## config.mk

```make
export PLATFORM = sky130hd
export DESIGN_NAME = modular_exponentiation
export DESIGN_NICKNAME = d
export VERILOG_FILES = /design/src/sv/modexp_pkg.sv /design/src/sv/modular_exponentiation.sv /design/src/sv/modexp_mulmod.sv
export SDC_FILE = /design/constraint.sdc
export NUM_CORES = 1
export LEC_CHECK = 0
export ABC_AREA = 0
export BUFFER_PORTS_ARGS = -buffer_cell sky130_fd_sc_hd__buf_4
export CAP_MARGIN = 20
export CORE_MARGIN = 3
export CORE_UTILIZATION = 50
export CTS_BUF_LIST = sky130_fd_sc_hd__clkbuf_8 sky130_fd_sc_hd__clkbuf_16
export DETAILED_ROUTE_END_ITERATION = 6
export GPL_ROUTABILITY_DRIVEN = 1
export PLACE_DENSITY = 0.68
export SYNTH_ARGS = -nofsm -noshare
export SYNTH_HDL_FRONTEND = slang
export SYNTH_SLANG_ARGS = --single-unit
```

## constraint.sdc

```tcl
create_clock -name i_clk -period 15.8 [get_ports i_clk]
set_clock_uncertainty 0.1 [all_clocks]
set_input_delay 0.79 -clock i_clk [delete_from_list [all_inputs] [get_ports i_clk]]
set_output_delay 0.79 -clock i_clk [all_outputs]
set_load 0.005 [all_outputs]
```

## src/sv/modexp_pkg.sv

```systemverilog
`timescale 1ns / 1ps

package modexp_pkg;

    localparam int WIDTH = 32;
    localparam int IO_W  = 32;
    localparam int CNT_W = $clog2(WIDTH);
    localparam int ST_W  = 3;

    typedef logic [WIDTH-1:0] t_word;
    typedef logic [CNT_W-1:0] t_cnt;

    typedef struct packed {
        logic  start;
        t_word a;
        t_word b;
        t_word m;
    } t_mm_req;

    typedef struct packed {
        logic  done;
        t_word r;
    } t_mm_rsp;

endpackage

```

## src/sv/modular_exponentiation.sv

```systemverilog
`timescale 1ns / 1ps

// Right-to-left binary modular exponentiation: o_power = i_base ^ i_exponent mod i_modulus,
// one request at a time. All modular products go through one bit-serial multiply-reduce
// unit. A request costs one product to reduce the base, one squaring per exponent bit
// and one extra product per set exponent bit. A zero modulus finishes with o_power = 0
// and o_bad_modulus set. o_stall stays high while a request is being worked on; a
// finished result sits in an output register.
module modular_exponentiation (
    input  logic                        i_clk,
    input  logic                        i_rst_n,
    input  logic                        i_valid,
    output logic                        o_stall,
    input  logic [modexp_pkg::IO_W-1:0] i_base,
    input  logic [modexp_pkg::IO_W-1:0] i_exponent,
    input  logic [modexp_pkg::IO_W-1:0] i_modulus,
    output logic                        o_valid,
    input  logic                        i_stall,
    output logic [modexp_pkg::IO_W-1:0] o_power,
    output logic                        o_bad_modulus
);
    import modexp_pkg::*;

    localparam logic [ST_W-1:0] S_IDLE = 3'd0;
    localparam logic [ST_W-1:0] S_RED  = 3'd1;
    localparam logic [ST_W-1:0] S_MUL  = 3'd2;
    localparam logic [ST_W-1:0] S_SQR  = 3'd3;
    localparam logic [ST_W-1:0] S_OUT  = 3'd4;

    localparam t_cnt  LAST = CNT_W'(WIDTH - 1);
    localparam t_word ONE  = WIDTH'(1);

    logic [ST_W-1:0] r_state, n_state;
    t_word           r_e, n_e;
    t_word           r_m, n_m;
    t_word           r_acc, n_acc;
    t_word           r_sq, n_sq;
    t_cnt            r_idx, n_idx;
    logic            r_bad, n_bad;
    t_mm_req         r_req, n_req;
    logic            r_out_valid;
    t_word           r_power;
    logic            r_out_bad;
    t_mm_rsp         mm_rsp;
    logic            in_acc;
    logic            out_load;

    modexp_mulmod u_mulmod (
        .i_clk  (i_clk),
        .i_rst_n(i_rst_n),
        .i_req  (r_req),
        .o_rsp  (mm_rsp)
    );

    assign o_stall  = (r_state != S_IDLE);
    assign in_acc   = i_valid && !o_stall;
    assign out_load = (r_state == S_OUT) && (!r_out_valid || !i_stall);

    always_comb begin
        n_state   = r_state;
        n_e       = r_e;
        n_m       = r_m;
        n_acc     = r_acc;
        n_sq      = r_sq;
        n_idx     = r_idx;
        n_bad     = r_bad;
        n_req     = r_req;
        n_req.start = 1'b0;
        case (r_state)
            S_IDLE: begin
                if (in_acc) begin
                    n_e   = i_exponent[WIDTH-1:0];
                    n_m   = i_modulus[WIDTH-1:0];
                    n_idx = '0;
                    n_acc = (i_modulus[WIDTH-1:0] == ONE) ? '0 : ONE;
                    if (i_modulus[WIDTH-1:0] == '0) begin
                        n_bad   = 1'b1;
                        n_acc   = '0;
                        n_state = S_OUT;
                    end else begin
                        n_bad       = 1'b0;
                        n_req.start = 1'b1;
                        n_req.a     = i_base[WIDTH-1:0];
                        n_req.b     = ONE;
                        n_req.m     = i_modulus[WIDTH-1:0];
                        n_state     = S_RED;
                    end
                end
            end
            S_RED, S_SQR: begin
                if (mm_rsp.done) begin
                    n_sq = mm_rsp.r;
                    if (r_state == S_SQR) begin
                        n_e   = r_e >> 1;
                        n_idx = r_idx + 1'b1;
                    end
                    if (r_state == S_SQR && r_idx == LAST) begin
                        n_state = S_OUT;
                    end else if (n_e[0]) begin
                        n_req.start = 1'b1;
                        n_req.a     = r_acc;
                        n_req.b     = mm_rsp.r;
                        n_req.m     = r_m;
                        n_state     = S_MUL;
                    end else begin
                        n_req.start = 1'b1;
                        n_req.a     = mm_rsp.r;
                        n_req.b     = mm_rsp.r;
                        n_req.m     = r_m;
                        n_state     = S_SQR;
                    end
                end
            end
            S_MUL: begin
                if (mm_rsp.done) begin
                    n_acc       = mm_rsp.r;
                    n_req.start = 1'b1;
                    n_req.a     = r_sq;
                    n_req.b     = r_sq;
                    n_req.m     = r_m;
                    n_state     = S_SQR;
                end
            end
            S_OUT: begin
                if (out_load) begin
                    n_state = S_IDLE;
                end
            end
            default: begin
                n_state = S_IDLE;
            end
        endcase
    end

    always_ff @(posedge i_clk) begin
        if (!i_rst_n) begin
            r_state     <= S_IDLE;
            r_req.start <= 1'b0;
            r_out_valid <= 1'b0;
        end else begin
            r_state     <= n_state;
            r_req       <= n_req;
            if (out_load) begin
                r_out_valid <= 1'b1;
            end else if (!i_stall) begin
                r_out_valid <= 1'b0;
            end
        end
    end

    always_ff @(posedge i_clk) begin
        r_e     <= n_e;
        r_m     <= n_m;
        r_acc   <= n_acc;
        r_sq    <= n_sq;
        r_idx   <= n_idx;
        r_bad   <= n_bad;
        if (out_load) begin
            r_power   <= r_acc;
            r_out_bad <= r_bad;
        end
    end

    assign o_valid       = r_out_valid;
    assign o_power       = IO_W'(r_power);
    assign o_bad_modulus = r_out_bad;

endmodule

```

## src/sv/modexp_mulmod.sv

```systemverilog
`timescale 1ns / 1ps

module modexp_mulmod (
    input  logic                i_clk,
    input  logic                i_rst_n,
    input  modexp_pkg::t_mm_req i_req,
    output modexp_pkg::t_mm_rsp o_rsp
);
    import modexp_pkg::*;

    localparam t_cnt LAST = CNT_W'(WIDTH - 1);

    t_word            r_a;
    t_word            r_b;
    t_word            r_m;
    t_word            r_r;
    t_cnt             r_cnt;
    logic             r_busy;
    logic             r_done;
    t_word            n_r;
    logic [WIDTH+1:0] t;
    logic [WIDTH+1:0] m1;
    logic [WIDTH+1:0] m2;

    // interleaved multiply-reduce, a scanned MSB first: r = 2r + a_i*b mod m
    always_comb begin
        m1 = {2'b00, r_m};
        m2 = {1'b0, r_m, 1'b0};
        t  = {1'b0, r_r, 1'b0} + (r_a[WIDTH-1] ? {2'b00, r_b} : '0);
        if (t >= m2) begin
            n_r = WIDTH'(t - m2);
        end else if (t >= m1) begin
            n_r = WIDTH'(t - m1);
        end else begin
            n_r = WIDTH'(t);
        end
    end

    always_ff @(posedge i_clk) begin
        if (!i_rst_n) begin
            r_busy <= 1'b0;
            r_done <= 1'b0;
        end else begin
            r_done <= !i_req.start && r_busy && (r_cnt == LAST);
            if (i_req.start) begin
                r_a    <= i_req.a;
                r_b    <= i_req.b;
                r_m    <= i_req.m;
                r_r    <= '0;
                r_cnt  <= '0;
                r_busy <= 1'b1;
            end else if (r_busy) begin
                r_r   <= n_r;
                r_a   <= r_a << 1;
                r_cnt <= r_cnt + 1'b1;
                if (r_cnt == LAST) begin
                    r_busy <= 1'b0;
                end
            end
        end
    end

    assign o_rsp.done = r_done;
    assign o_rsp.r    = r_r;

endmodule

```

* After elaboration in Yosys (flattened, before gate mapping)
Index checks and enable logic that the tools add are counted.
Word-level totals: input bits 100, register bits after elaboration 403
Operators by class: $lt $le $gt $ge 2, add/sub/neg operators 5, reductions and logical operators 27, eq/ne operators 15, multiplexer cells 43
Operators with widths (number):
- $mux 97 | 5
- $mux 32 | 13
- $pmux 97 s3 | 1
- $pmux 32 s2 | 2
- $mux 96 | 1
- $sub 32x32->32 | 2
- $add 33x32->34 | 1
- $ge 34x32->1 | 1
- $ge 34x33->1 | 1
- $eq 32x1->1 const B | 1
- $logic_not 32->1 | 1
- $mux 5 | 4
- $mux 3 | 6
- $pmux 3 s4 | 1
- $add 5x1->5 const B | 2
- $eq 5x5->1 const B | 2
- $ne 2x2->1 const B | 5
- $pmux 5 s2 | 1
- $mux 1 | 9
- $reduce_and 2->1 | 4
- $reduce_and 4->1 | 2
- $reduce_and 7->1 | 1
- $eq 3x2->1 const B | 2
- $ne 2x1->1 const B | 3
- other kinds (10) | 21

* Logic depth before layout (Yosys ltp)
word-level depth 8, depth in mapped cells 26, gate-level depth less buffers 23

* By module
From an unflattened synthesis, not the netlist that was laid out.
Second synthesis, totals: cell total of the unflattened synthesis 1798, area, all modules 21718.3 µm²
By module, submodules not included:
- modular_exponentiation | times used 1, cells each 745, seq. area each 7997.7 µm², area an instance 11234.5 µm²
- modexp_mulmod | times used 1, cells each 1053, seq. area each 4033.9 µm², area an instance 10483.8 µm²

* Least setup slack after synthesis
OpenSTA, ideal clock, no wires.
path kind register to register, from reg u_mulmod.r_a[31], to reg u_mulmod.r_r[24] (data pin), buffers on the path 3, stages on the path, launching flop included 26, required time 15.430 ns, path slack 10.571 ns, arrival time 4.859 ns, clock period less this slack 5.229 ns, cell sequence edfxtp_1 > clkbuf_1 > and2_1 > ha_1 > inv_1 > fa_1 > nand2b_1 > a21oi_1 > nor2_1 > o31ai_1 > a21o_1 > a21oi_1 > xnor2_1 > ha_1 > a21oi_1 > o21ai_0 > a221o_1 > a21oi_1 > nand2_1 > a211oi_1 > or2_0 > clkbuf_1 > nand2_4 > buf_2 > mux2i_1 > o22ai_1
On the way: word-level cells in the longest chain between the ends 6, elaborated cells between the ends (all ways) 9
RTL lines:
- start, declared | line modexp_mulmod.sv:13 | t_word r_a;
- start signal, assigned | line modexp_mulmod.sv:46 | r_a <= i_req.a;
- start signal, assigned | line modexp_mulmod.sv:54 | r_a <= r_a << 1;
- $mux 32 * | line modexp_mulmod.sv:29 | t = {1'b0, r_r, 1'b0} + (r_a[WIDTH-1] ? {2'b00, r_b} : '0);
- $add 33x32->34 * | line modexp_mulmod.sv:29
- $sub 32x32->32 / $ge 34x32->1 (equally long branches) | line modexp_mulmod.sv:33, modexp_mulmod.sv:32
- $mux 32 | line modexp_mulmod.sv:32 | end else if (t >= m1) begin
- $mux 32 * | line modexp_mulmod.sv:30 | if (t >= m2) begin
- $mux 32 * | line modexp_mulmod.sv:52 | end else if (r_busy) begin
- end signal, assigned | line modexp_mulmod.sv:53 | r_r <= n_r;
- end, declared | line modexp_mulmod.sv:16 | t_word r_r;
Every way passes the cells marked *; elsewhere a longest branch is shown, timed or not. The select of a mux whose other input is x is not followed. A chain may end at the register's enable or synchronous reset.

* Worst setup path in the final report
from reg u_mulmod.r_a[31], to reg u_mulmod.r_r[27] (data pin)
Same word-level chain as after synthesis.

==> results.sh <==
export IMPL_setup_violations=0
export IMPL_final_antenna_net_count=0
export IMPL_num_rows=74
export IMPL_clkLatencyLatePin_ns=0.58
export IMPL_cts_tree="done"
export IMPL_vias=14400
export IMPL_startpoint_type="flip-flop"
export IMPL_r2r_end="u_mulmod.r_r[27]"
export IMPL_cap_violations=0
export IMPL_cts_sinks=403
export IMPL_met2_length_mm=21.2
export IMPL_n_fill_cell=3379
export IMPL_relSlewSlack=0.429
export IMPL_routedWlPerCell_um=20.1
export IMPL_dr_max_layer_used="met4"
export IMPL_drt_first_iter_violations=1040
export IMPL_drive_above_1_share=0.152
export IMPL_arrival_ns=6.95
export IMPL_wirelength_mm=49.5
export IMPL_cts_hold_buf=0
export IMPL_timing_fmax_mhz=150
export IMPL_reg2regPathDepth=23
export IMPL_antenna_found_initial=0
export IMPL_critPathMaxStageDelay_ns=0.42
export IMPL_hold_slack_ns=0.310
export IMPL_cp_top_family="compound AO/OA/AOI/OAI gates"
export IMPL_netlist_instances=1765
export IMPL_die_x_um=211
export IMPL_cts_max_level=2
export IMPL_numPortBuffers=134
export IMPL_ctsResizeCount=0
export IMPL_period_needed_ns=6.67
export IMPL_layout_cells_most_common="edfxtp_1"
export IMPL_place_congestion=0.946
export IMPL_mostFrequentLayoutCells="edfxtp_1 (396), nand2_1 (188), buf_4 (154)"
export IMPL_ys_warn_count=0
export IMPL_dieHeight_um=211
export IMPL_drc=0
export IMPL_cts_clk_slew_worst_paths_ns=0.06
export IMPL_async_reset_ff_frac=0
export IMPL_fin_nets=2094
export IMPL_ir_worst_vdd_uv=96.1
export IMPL_drtPass1Iterations=5
export IMPL_core_area_um2=41100
export IMPL_synth_seq_cells=403
export IMPL_worstPathMaxFanout=37
export IMPL_antenna_cells=0
export IMPL_grt_pass1_wl_mm=77.3
export IMPL_syn_nets=1967
export IMPL_rsz0062_at_grt="no"
export IMPL_area_growth_pct=14.6
export IMPL_cts_root_buf="clkbuf_16"
export IMPL_netlist_area_um2=21000
export IMPL_r2r_slack_ns=9.13
export IMPL_worstHoldPathCells=1
export IMPL_crit_type="flip-flop to flip-flop"
export IMPL_min_path_type="primary input to flip-flop"
export IMPL_synth_edf_count=396
export IMPL_cpMaxStageDelayCell="nand2b_1"
export IMPL_cp_required_ns=16.08
export IMPL_wl_met3_mm=2.86
export IMPL_synth_seq_area_share=0.573
export IMPL_status="finished clean"
export IMPL_worstPathCellList="buf_4 -> and2_1 -> ha_1 -> inv_1 -> fa_1 -> nand2b_1 -> a21oi_1 -> nor2_1 -> o31ai_1 -> a21o_1 -> a21oi_1 -> xnor2_1 -> ha_1 -> and4_1 -> and3_1 -> a21oi_1 -> a21oi_1 -> o31ai_1 -> nand4b_1 -> o211a_1 -> buf_4 -> nand2b_1 -> o21ai_0"
export IMPL_grt_overflow=0
export IMPL_synth_area_per_cell_um2=11.9
export IMPL_grt_pass1_vias=14000
export IMPL_clk_path_buf_depth=3
export IMPL_drv_slew=0
export IMPL_worst_pin_slew_ns=0.856
export IMPL_wl_met1_mm=24.2
export IMPL_hp_start="i_modulus[8]"
export IMPL_io_pins=135
export IMPL_via_per_inst=5.84
export IMPL_r2r_start="u_mulmod.r_a[31]"
export IMPL_endpoint_kind="flip-flop"
export IMPL_setup_tns_ns=0
export IMPL_crit_cells=23
export IMPL_cpMostUsedCell="a21oi_1"
export IMPL_grt_usage=0.221
export IMPL_numCtsBuffers=44
export IMPL_final_period_utilization=0.422
export IMPL_grt_max_degree=68
export IMPL_min_to="r_m[8]"
export IMPL_dieArea_um2=44500
export IMPL_initial_core_util=0.511
export IMPL_post_cts_buffers=0
export IMPL_hold_violations=0
export IMPL_path_buf_inv=3
export IMPL_synthDistinctLibCells=74
export IMPL_synth_main_ff_cell="edfxtp_1"
export IMPL_powerDensity_nw_per_um2=135
export IMPL_power_leakage_nw=9.25
export IMPL_dpl_hpwl_mm=35.6
[Yosys cell counts (6+ instances only)]
master      n  area (µm²)
or3_1       8        50.1
nand4_1    18         113
a21o_1     33         248
edfxtp_1  396       11900
nor2b_1    13        81.3
xor2_1     23         201
and3_1     14        87.6
nand2_1   188         706
nand2b_1    8        50.1
inv_1      65         244
dfxtp_1     7         140
and4_1      6        52.6
o21a_1     15         113
o21ai_0    58         290
or2_2       8        50.1
mux2i_1    23         230
a211o_1     7        61.3
nor2_1     84         315
a211oi_1   26         195
o21bai_1   11        82.6
a22o_1     61         534
nor3_1     22         110
o211ai_1   14         105
xnor2_1    60         526
ha_1       99        1240
nand3_1    52         260
a21oi_1   130         651
a221o_1    35         350
nor4_1      8        50.1
mux2_2     33         372
o22ai_1     9        56.3
clkbuf_1   67         251
and2_1     74         463
[registers in the layout, summed over array words and instances (netlist names), 3 cells and up]
register / cells
o_power: 32
r_acc: 32
r_e: 32
r_idx: 5
r_m: 32
r_req: 97
r_sq: 32
r_state: 3
u_mulmod.r_a: 32
u_mulmod.r_b: 32
u_mulmod.r_cnt: 5
u_mulmod.r_m: 32
u_mulmod.r_r: 32
[worst reg2reg max path, delay by kind of cell, from the launching register on]
kind            cells  cell delay (ns)
compound gates      9             2.38
simple gates        7             1.60
fa+ha+maj           3             0.95
buf+inv             3             0.72
xor+xnor            1             0.40
flops               1             0.33
[worst max-delay path by stage]
stage                       endpoint  slack (ns)        startpoint
global placement    u_mulmod.r_r[27]        9.40  u_mulmod.r_a[31]
CTS                 u_mulmod.r_r[27]        9.19  u_mulmod.r_a[31]
finish              u_mulmod.r_r[27]        9.13  u_mulmod.r_a[31]
detailed placement  u_mulmod.r_r[27]        9.23  u_mulmod.r_a[31]
global route        u_mulmod.r_r[27]        8.65  u_mulmod.r_a[31]
floorplan           u_mulmod.r_r[24]       10.57  u_mulmod.r_a[31]
[where the power goes]
| group | internal [mW] | switching [mW] | total (mW) |
|---|---|---|---|
| sequential | 1.26 | 0.0379 | 1.30 |
| clock | 0.572 | 0.416 | 0.988 |
| combinational | 0.382 | 0.584 | 0.966 |
| total | 2.22 | 1.04 | 3.25 |
[kinds of logic (layout without fill, tap and decap cells)]
| group | Yosys count | after routing | synth area share |
|---|---|---|---|
| AND/OR/NAND/NOR | 517 | 517 | 0.119 |
| AO/OA/AOI/OAI | 462 | 462 | 0.155 |
| flip-flops | 403 | 403 | 0.573 |
| buffers and inverters | 141 | 304 | 0.0262 |
| adder cells (fa/ha/maj) | 102 | 102 | 0.0619 |
| XOR/XNOR | 83 | 83 | 0.0346 |
| multiplexers | 57 | 57 | 0.0297 |
[routing by layer]
| layer | vias to the layer above | GRT usage |
|---|---|---|
| met5 | - | 0 |
| met1 | 6910 | 0.335 |
| met2 | 420 | 0.327 |
| met3 | 71 | 0.0355 |
| met4 | 0 | 0.0707 |
| li1 | 6972 | - |
[layout make-up]
cell class / instances / area [µm²] / share of cell area
Clock buffer: 45 / 1130 / 0.0468
Clock inverter: 37 / 285 / 0.0119
Inverter: 65 / 244 / 0.0101
Multi-Input combinational cell: 1221 / 8480 / 0.353
Sequential cell: 403 / 12000 / 0.500
Tap cell: 532 / 666 / 0.0277
Timing Repair Buffer: 157 / 1220 / 0.0509
[stage by stage]
stage          instance area [µm²]  setup WS, ns  std cells   util  power, mW
2_1_floorplan                21000         10.57       1765      -       2.02
3_3_place_gp                 22600          9.40       2375  0.549       2.26
6_report                     24100          9.13       2460  0.585       3.25
4_1_cts                      24000          9.19       2457  0.584       3.27
5_1_grt                      24100          8.65       2460  0.585       3.43
3_5_place_dp                 22600          9.23       2375  0.549       2.27
(Power assumes the default switching activity.)
